## src/rtl/core/dls_pkg.sv

```systemverilog
`timescale 1ns / 1ps

package dls_pkg;

	localparam int DLS_DEPTH = 64;

	localparam int OP_W     = 3;
	localparam int VALUE_W  = 32;
	localparam int STATUS_W = 2;
	localparam int POS_W    = 7;

	// s_tdata carries value only, m_tdata carries found, position and count
	localparam int S_TDATA_W = 32;
	localparam int M_TDATA_W = 16;

	typedef logic [OP_W-1:0]     op_t;
	typedef logic [STATUS_W-1:0] status_t;

	localparam op_t OP_INS_FRONT = 3'd0;
	localparam op_t OP_INS_BACK  = 3'd1;
	localparam op_t OP_REM_FRONT = 3'd2;
	localparam op_t OP_REM_BACK  = 3'd3;
	localparam op_t OP_SEARCH    = 3'd4;

	localparam status_t STAT_DONE  = 2'd0;
	localparam status_t STAT_FULL  = 2'd1;
	localparam status_t STAT_EMPTY = 2'd2;

endpackage

```

## src/rtl/core/double_ended_list_with_search.sv

```systemverilog
`timescale 1ns / 1ps

// Bounded double-ended list of up to DEPTH signed 32-bit values held in a circular
// store, with insert and remove at either end and a linear search from
// the front. Every operation beat on the slave side gives exactly one result beat on
// the master side. Inserts, removes and unused op codes finish in the cycle they are
// accepted, so their result is offered on the next cycle. A search walks the live
// entries through one shared compare unit, one entry per cycle behind the registered
// read of the store: a search that finds the key stops at that entry, a miss reads
// every live entry, and a search of an empty list finishes at once. No new beat is
// taken while a search runs or while an earlier result is still held and not being
// taken in the same cycle.
module double_ended_list_with_search #(
	parameter int DEPTH = dls_pkg::DLS_DEPTH
) (
	input  logic                          clk,
	input  logic                          arst_n,
	input  logic                          s_tvalid,
	output logic                          s_tready,
	input  logic [dls_pkg::S_TDATA_W-1:0] s_tdata,  // [31:0] value
	input  logic [dls_pkg::OP_W-1:0]      s_tuser,  // [2:0] op
	output logic                          m_tvalid,
	input  logic                          m_tready,
	output logic [dls_pkg::M_TDATA_W-1:0] m_tdata,  // [0] found, [7:1] position,
	                                                // [14:8] count, [15] zero
	output logic [dls_pkg::STATUS_W-1:0]  m_tuser   // [1:0] status
);
	import dls_pkg::*;

	localparam int AW = $clog2(DEPTH);
	localparam int CW = $clog2(DEPTH + 1);

	localparam logic [AW-1:0] LAST_SLOT = AW'(DEPTH - 1);
	localparam logic [CW-1:0] FULL_CNT  = CW'(DEPTH);
	localparam logic [CW:0]   DEPTH_W   = (CW+1)'(DEPTH);

	localparam logic ST_IDLE = 1'b0;
	localparam logic ST_SCAN = 1'b1;

	logic                 state_q;
	logic [AW-1:0]        front_q;
	logic [CW-1:0]        count_q;
	logic [AW-1:0]        ptr_q;
	logic [CW-1:0]        issue_q;
	logic                 m_tvalid_q;
	logic                 rd_vld_s1;
	logic [CW-1:0]        rd_idx_s1;
	logic [VALUE_W-1:0]   rd_data_s1;
	logic [VALUE_W-1:0]   key_q;
	status_t              out_status_q;
	logic                 out_found_q;
	logic [POS_W-1:0]     out_pos_q;
	logic [POS_W-1:0]     out_cnt_q;

	logic [VALUE_W-1:0]   mem [DEPTH];

	op_t                  op;
	logic                 acc;
	logic                 full;
	logic                 empty;
	logic [AW-1:0]        front_dec;
	logic [AW-1:0]        front_inc;
	logic [AW-1:0]        ptr_inc;
	logic [CW:0]          back_sum;
	logic [AW-1:0]        back_addr;
	logic                 wr_en;
	logic [AW-1:0]        wr_addr;
	status_t              res_status;
	logic [CW-1:0]        res_cnt;
	logic                 start_scan;
	logic                 issuing;
	logic                 hit;
	logic [CW-1:0]        last_idx;
	logic                 scan_done;
	logic                 set_result;

	assign op       = s_tuser;
	assign s_tready = (state_q == ST_IDLE) && (!m_tvalid_q || m_tready);
	assign acc      = s_tvalid && s_tready;

	assign full  = (count_q == FULL_CNT);
	assign empty = (count_q == '0);

	assign front_dec = (front_q == '0) ? LAST_SLOT : front_q - 1'b1;
	assign front_inc = (front_q == LAST_SLOT) ? '0 : front_q + 1'b1;
	assign ptr_inc   = (ptr_q == LAST_SLOT) ? '0 : ptr_q + 1'b1;

	// back slot is front plus count, wrapped once
	assign back_sum  = (CW+1)'(front_q) + (CW+1)'(count_q);
	assign back_addr = (back_sum >= DEPTH_W) ? AW'(back_sum - DEPTH_W) : AW'(back_sum);

	always_comb begin
		wr_en      = 1'b0;
		wr_addr    = back_addr;
		res_status = STAT_DONE;
		res_cnt    = count_q;
		start_scan = 1'b0;
		unique case (op)
			OP_INS_FRONT: begin
				if (full) begin
					res_status = STAT_FULL;
				end else begin
					wr_en   = acc;
					wr_addr = front_dec;
					res_cnt = count_q + 1'b1;
				end
			end
			OP_INS_BACK: begin
				if (full) begin
					res_status = STAT_FULL;
				end else begin
					wr_en   = acc;
					res_cnt = count_q + 1'b1;
				end
			end
			OP_REM_FRONT, OP_REM_BACK: begin
				if (empty) begin
					res_status = STAT_EMPTY;
				end else begin
					res_cnt = count_q - 1'b1;
				end
			end
			OP_SEARCH: begin
				start_scan = !empty;
			end
			default: begin
			end
		endcase
	end

	assign issuing   = (state_q == ST_SCAN) && (issue_q < count_q);
	assign hit       = (rd_data_s1 == key_q);
	assign last_idx  = count_q - 1'b1;
	assign scan_done = (state_q == ST_SCAN) && rd_vld_s1 && (hit || rd_idx_s1 == last_idx);

	// a new result beat is loaded by a quick operation or the end of a search
	assign set_result = (acc && !start_scan) || scan_done;

	always_ff @(posedge clk or negedge arst_n) begin
		if (!arst_n) begin
			state_q    <= ST_IDLE;
			front_q    <= '0;
			count_q    <= '0;
			ptr_q      <= '0;
			issue_q    <= '0;
			m_tvalid_q <= 1'b0;
			rd_vld_s1  <= 1'b0;
		end else begin
			if (set_result) begin
				m_tvalid_q <= 1'b1;
			end else if (m_tready) begin
				m_tvalid_q <= 1'b0;
			end
			unique case (state_q)
				ST_IDLE: begin
					rd_vld_s1 <= 1'b0;
					if (acc) begin
						count_q <= res_cnt;
						if (op == OP_INS_FRONT && !full) begin
							front_q <= front_dec;
						end
						if (op == OP_REM_FRONT && !empty) begin
							front_q <= front_inc;
						end
						if (start_scan) begin
							state_q <= ST_SCAN;
							ptr_q   <= front_q;
							issue_q <= '0;
						end
					end
				end
				ST_SCAN: begin
					if (issuing) begin
						ptr_q   <= ptr_inc;
						issue_q <= issue_q + 1'b1;
					end
					rd_vld_s1 <= issuing && !scan_done;
					if (scan_done) begin
						state_q <= ST_IDLE;
					end
				end
				default: begin
					state_q <= ST_IDLE;
				end
			endcase
		end
	end

	// store and read stage of the scan
	always_ff @(posedge clk) begin
		if (wr_en) begin
			mem[wr_addr] <= s_tdata;
		end
		rd_data_s1 <= mem[ptr_q];
	end

	always_ff @(posedge clk) begin
		if (issuing) begin
			rd_idx_s1 <= issue_q;
		end
		if (acc) begin
			key_q        <= s_tdata;
			out_status_q <= res_status;
			out_found_q  <= 1'b0;
			out_pos_q    <= (op == OP_SEARCH) ? POS_W'(count_q) : '0;
			out_cnt_q    <= POS_W'(res_cnt);
		end else if (scan_done) begin
			out_found_q <= hit;
			out_pos_q   <= hit ? POS_W'(rd_idx_s1) : POS_W'(count_q);
		end
	end

	assign m_tvalid = m_tvalid_q;
	assign m_tuser  = out_status_q;
	assign m_tdata  = {1'b0, out_cnt_q, out_pos_q, out_found_q};

	a_count_bound: assert property (@(posedge clk) disable iff (!arst_n)
		count_q <= FULL_CNT)
		else $error("entry count beyond depth");

	a_no_result_in_scan: assert property (@(posedge clk) disable iff (!arst_n)
		(state_q == ST_SCAN) |-> !m_tvalid_q)
		else $error("result offered while a search is running");

	a_quick_result: assert property (@(posedge clk) disable iff (!arst_n)
		(acc && op != OP_SEARCH) |=> m_tvalid_q)
		else $error("quick operation gave no result beat");

	a_scan_stops: assert property (@(posedge clk) disable iff (!arst_n)
		scan_done |=> (state_q == ST_IDLE) && !rd_vld_s1 && m_tvalid_q)
		else $error("search did not close cleanly");

	a_read_in_scan: assert property (@(posedge clk) disable iff (!arst_n)
		rd_vld_s1 |-> (state_q == ST_SCAN))
		else $error("read stage busy outside a search");

endmodule
```

## config.mk

```make
export PLATFORM = sky130hd
export DESIGN_NAME = double_ended_list_with_search
export DESIGN_NICKNAME = d
export VERILOG_FILES = /design/src/rtl/core/dls_pkg.sv /design/src/rtl/core/double_ended_list_with_search.sv
export SDC_FILE = /design/constraint.sdc
export NUM_CORES = 2
export LEC_CHECK = 0
export BUFFER_PORTS_ARGS = -buffer_cell sky130_fd_sc_hd__buf_2
export CAP_MARGIN = 40
export CORE_MARGIN = 10
export CORE_UTILIZATION = 55
export DETAILED_ROUTE_END_ITERATION = 7
export HOLD_SLACK_MARGIN = 0.12
export PLACE_DENSITY = 0.73
export SLEW_MARGIN = 0
export SYNTH_ARGS = -nofsm -noshare
export SYNTH_HDL_FRONTEND = slang
export SYNTH_SLANG_ARGS = --single-unit
```

## constraint.sdc

```tcl
create_clock -name clk -period 5.9 [get_ports clk]
set_input_delay 0.885 -clock clk [delete_from_list [all_inputs] [get_ports clk]]
set_output_delay 0.885 -clock clk [all_outputs]
set_load 0.01 [all_outputs]
```

== Word-level counts from Yosys, hierarchy flattened ==
Memory sizes are Yosys's and may differ from the RTL's. A register that Yosys moved wholly into a read port is not among the register bits.
Index checks and enable logic that the tools add are counted.
Word-level totals
  bits in registers: 85
  memory bits (writable): 2048
  word-level logic and storage cells: 103
  memories: 1
Memory list
  mem: words 64, bits a word 32, read ports 1, clocked after Yosys merged registers in 1, wr ports 1, RTL line double_ended_list_with_search.sv:55  | logic [VALUE_W-1:0] mem [DEPTH];
Cells by class
  add/subtract/negate cells: 8
  order comparisons: 2
  equality and inequality tests: 12
  multiplexer cells: 38
  bitwise gates (word level): 1
  reduce and logical (&&, ||, !) cells: 28
Operators by type and width (number)
  $mux W6: 11
  $mux W7: 9
  $eq A32 B32 Y1: 1
  $pmux W7 S2: 2
  $add A7 B1 Y7 const B: 2
  $add A6 B1 Y6 const B: 2
  $eq A6 B6 Y1 const B: 2
  $pmux W6 S2: 1
  $sub A6 B1 Y6 const B: 2
  $mux W1: 11
  $logic_and A1 B1 Y1: 9
  $add A6 B7 Y8: 1
  $ge A8 B7 Y1 const B: 1
  $eq A7 B7 Y1: 1
  $eq A7 B7 Y1 const B: 1
  $logic_not A7 Y1: 1
  $lt A7 B7 Y1: 1
  $sub A7 B1 Y7 const B: 1
  $eq A3 B2 Y1 const B: 2
  $logic_not A6 Y1: 1
  $reduce_and A3 Y1: 2
  $reduce_bool A2 Y1: 3
  $logic_not A1 Y1: 5
  $ne A2 B2 Y1 const B: 2
  11 further kinds: 15

== Longest topological paths before layout ==
  depth in word-level cells: 8
  depth in mapped cells: 12

== Least setup slack after synthesis ==
Ideal clock, no wire load.
  path type: input to register
  from: input s_tuser[1] (netlist bit)
  to: memory mem[40][0] (enable)
  library setup time: 0.421 ns
  arrival: 3.919 ns
  path slack: 1.560 ns
  cell stages on the path: 8
  path through: buf_6 -> or3_4 -> a31oi_4 -> o211a_2 -> a211oi_4 -> or3_1 -> buf_6 -> nor2_1
Between the ends
  word-level cells in the longest chain between the ends: 5
  elaborated cells on any way between the ends: 7
Ends and longest elaborated chain
  from (decl): RTL line double_ended_list_with_search.sv:21  | input logic [dls_pkg::OP_W-1:0] s_tuser,
  $eq A3 B1 Y1 / $logic_not A3 Y1 (equally long branches): RTL line double_ended_list_with_search.sv:98  | unique case (op)
  $reduce_or A2 Y1 (no source line)
  $mux W1
  $mux W1: RTL line double_ended_list_with_search.sv:191  | if (wr_en) begin
  $mux W1 (not written as such): RTL line double_ended_list_with_search.sv:192  | mem[wr_addr] <= s_tdata;
  to (decl): RTL line double_ended_list_with_search.sv:55
Several ways; a longest one is shown, not always the timed one.

== Final worst setup path ==
  from: register count_q[0]
  to: memory mem[6][29] (enable)
Between the ends
  word-level cells in the longest chain between the ends: 5
  elaborated cells on any way between the ends: 11
Ends and longest elaborated chain
  from (decl): RTL line double_ended_list_with_search.sv:42  | logic [CW-1:0] count_q;
  from (signal assigned): RTL line double_ended_list_with_search.sv:158  | count_q <= res_cnt;
  $add A6 B7 Y8 / $eq A7 B7 Y1 (equally long branches): RTL line double_ended_list_with_search.sv:89, double_ended_list_with_search.sv:81
  $ge A8 B7 Y1 (tied with other cells): RTL line double_ended_list_with_search.sv:90  | assign back_addr = (back_sum >= DEPTH_W) ? AW'(back_sum - DEPTH_W) : AW'(back_sum);
  $mux W6 / $mux W1 (equally long branches)
  $mux W6 / $mux W1 (equally long branches): RTL line double_ended_list_with_search.sv:100, double_ended_list_with_search.sv:191
  $mux W6 / $mux W1 (equally long branches): RTL line double_ended_list_with_search.sv:98, double_ended_list_with_search.sv:192
Several ways; a longest one is shown, not always the timed one.

==> results.cfg <==
[timing]
max_slew.worst_pin.slew_ps = 1010
period_needed_ps = 4550
rsz0062_at_grt = false
slew_headroom = 0.324
tns_ps = 0
slew_viol_final = 0
fmax_mhz = 220
finalHoldViolCount = 0
finalCritPeriodShare = 0.772
setup_viol = 0
skew_ps = 39.9

[route]
routedWlPerCell_um = 35.0
vias = 41143
drcViolationCount = 0
wl_um = 217000
drtPass1Iterations = 7
drt_iter0_drc = 6249
viasPerCell = 6.65
detail-route-antenna-nets = 0

[clocking]
cts_made_buffers = 205
clk_root_buffer_cell = clkbuf_16
tritoncts = built
cts.htree.levels = 4
clock_path_buffers = 3
post_cts_resized = 0
cts_sinks = 2165
clkTransAtPathRegs_ps = 70
insertion_delay_ps = 840

[min_path]
min_path_type = in -> reg

[placed_design]
placed_cells = 5804
placed_cell_area_mm2 = 0.0875
place_congestion = 0.939
port_buffers = 57
hpwl_um = 129000

[die]
io_pins = 59
die_h_um = 410
core_area_mm2 = 0.150
initial_utilization = 0.556
row_count = 142
fp.dieArea_mm2 = 0.168
fp.dieW_um = 410

[cells_and_area]
fin_cells = 6191
fin_area_mm2 = 0.0943
nets = 4057
area_growth_syn_to_layout_pct = 12.9
layout-drive-gt1-share = 0.280
fill_cells = 9890

[critical_path]
crit_required_ps = 6420
crit_fanout = 22
cp-start-kind = flop
cp.arrival_ps = 5070
worstSetupEndpointType = flop
crit_type = reg -> reg

[global_routing]
grt_start_max_net_pins = 111
antenna_found_initial = 9
grt_overflow = 0
track_usage = 0.258
grt_pass1_wl_um = 311000
grt_pass1_vias = 40788

[power]
vdd_drop_max_uv = 394
p_per_area_mw_per_mm2 = 458
leakagePower_uw = 0.0293

[synthesis]
avgSynthCellArea_um2 = 22.2
yosys.area_share.adder = 0.00309
syn-cell-area_mm2 = 0.0835
synthArstFlopShare = 0.0134
synth_compound_area_frac = 0.0277
synthDistinctLibCells = 74
synth_top_family_by_area = multiplexers
synth-edff-count = 2103
syn_inst = 3761
yosysWarnings = 0
synthMuxAreaShare = 0.161
ys_seq_area_frac = 0.773
synth_fp_nets = 3820
synth-xor-area-share = 0.00566
ys_ff_latch = 2165
synth_simple_gate_area_frac = 0.0170
synth_ff_type = edfxtp_1

[run_status]
run_status = complete, no violations

[job]
drv_cap = 0
==> metrics by stage <==
step	total power, µW	hold WS, ps	util	worst slack [ps]
after floorplan	25300	459	-	1560
after global placement	29800	481	0.580	1340
after detailed placement	29900	484	0.582	1230
after CTS	43200	291	0.627	1410
after global routing	44300	305	0.627	1250
final	43200	321	0.628	1350
==> Yosys cell counts, types with 7 or more instances <==
master	count	area, µm²
a2111oi_0	10	87.6
a211oi_1	13	97.6
a21o_1	8	60.1
a21oi_1	70	350
a221oi_1	27	236
a22oi_1	34	255
a31o_2	7	61.3
and2_1	8	50.1
buf_1	21	78.8
buf_2	54	270
buf_4	20	150
clkbuf_1	87	327
dfrtp_1	29	726
dfxtp_1	33	661
edfxtp_1	2103	63200
ha_1	19	238
inv_1	25	93.8
mux2i_1	107	1070
mux4_2	548	12300
nand2_1	70	263
nand2b_1	9	56.3
nand3_1	14	70.1
nor2_1	130	488
nor3_1	26	130
nor4_1	11	68.8
o21ai_0	69	345
o221ai_1	19	166
o22ai_1	28	175
o31ai_1	7	52.6
xnor2_1	15	131
xor2_1	39	342
==> area by class of cell <==
class | count | area, µm² | area share
diodes | 6 | 15.0 | 0.000159
repair buffers | 221 | 1880 | 0.0199
inverters | 29 | 116 | 0.00123
flip-flops and latches | 2165 | 64600 | 0.684
well taps | 2016 | 2520 | 0.0267
multi-input cells | 1376 | 18400 | 0.195
clock inverters | 128 | 1390 | 0.0148
clock buffers | 250 | 5410 | 0.0574
==> worst paths after layout <==
| kind | startpoint | endpoint | slack, ps | cells after the start |
|---|---|---|---|---|
| max | count_q[0]$_DFFE_PN0P_ | mem[6][29]$_DFFE_PP_ | 1350 | 8 |
| min reg2reg | issue_q[6]$_DFFE_PN0P_ | rd_idx_s1[6]$_DFFE_PP_ | 500 | 0 |
| min in group asynchronous | arst_n | count_q[1]$_DFFE_PN0P_ | 670 | 2 |
| max in group asynchronous | arst_n | ptr_q[1]$_DFFE_PN0P_ | 4650 | 2 |
| min | s_tdata[13] | mem[9][13]$_DFFE_PP_ | 320 | 1 |
| max reg2reg | count_q[0]$_DFFE_PN0P_ | mem[6][29]$_DFFE_PP_ | 1350 | 8 |
==> cells by family after synthesis <==
logic type | after synthesis
xor+xnor | 54
flops | 2165
mux | 660
buf+inv | 220
other cells | 1
compound gates | 336
simple gates | 305
fa+ha+maj | 20
==> registers in the layout, indices dropped and copies added, names as in the netlist <==
register,cells
count_q,7
front_q,6
issue_q,7
key_q,32
m_tuser,2
m_tvalid,1
mem,2048
out_cnt_q,7
out_found_q,1
out_pos_q,7
ptr_q,6
rd_data_s1,32
rd_idx_s1,7
rd_vld_s1,1
state_q,1
==> cells in the final DEF (no fill, tap or decap), types with 39 or more instances in the layout <==
cell,n
a21oi_1,70
buf_4,157
clkbuf_16,208
clkinv_1,46
edfxtp_1,2103
mux2i_1,107
mux4_2,548
nand2_1,70
nor2_1,66
nor2_4,64
o21ai_0,69
xor2_1,39
==> critical path: stages, from the launching register on <==
cell      delay [ps]
dfrtp_1          510
inv_1            180
ha_1             370
a311oi_4         540
nand2b_2         160
mux2i_1          640
nand3_2          630
nor2_4           830
buf_4            340
==> timing repair <==
| item | in CTS | in global routing |
|---|---|---|
| setup buffers | 0 | 0 |
| endpoints found under the hold margin | 29 | 0 |
| hold buffers | 1 | 0 |
==> report_power, final <==
| part | internal (µW) | switching [µW] |
|---|---|---|
| Sequential | 17300 | 526 |
| Combinational | 4630 | 7340 |
| Clock | 7700 | 5650 |
| Total | 29700 | 13500 |
==> metal layers <==
layer / track usage / wire, µm
met3: 0.0651 / 24400
met4: 0.104 / 9900
met5: 0 / 13
met1: 0.350 / 78700
met2: 0.405 / 104000
No activity file was read; power rests on OpenSTA's default activity.
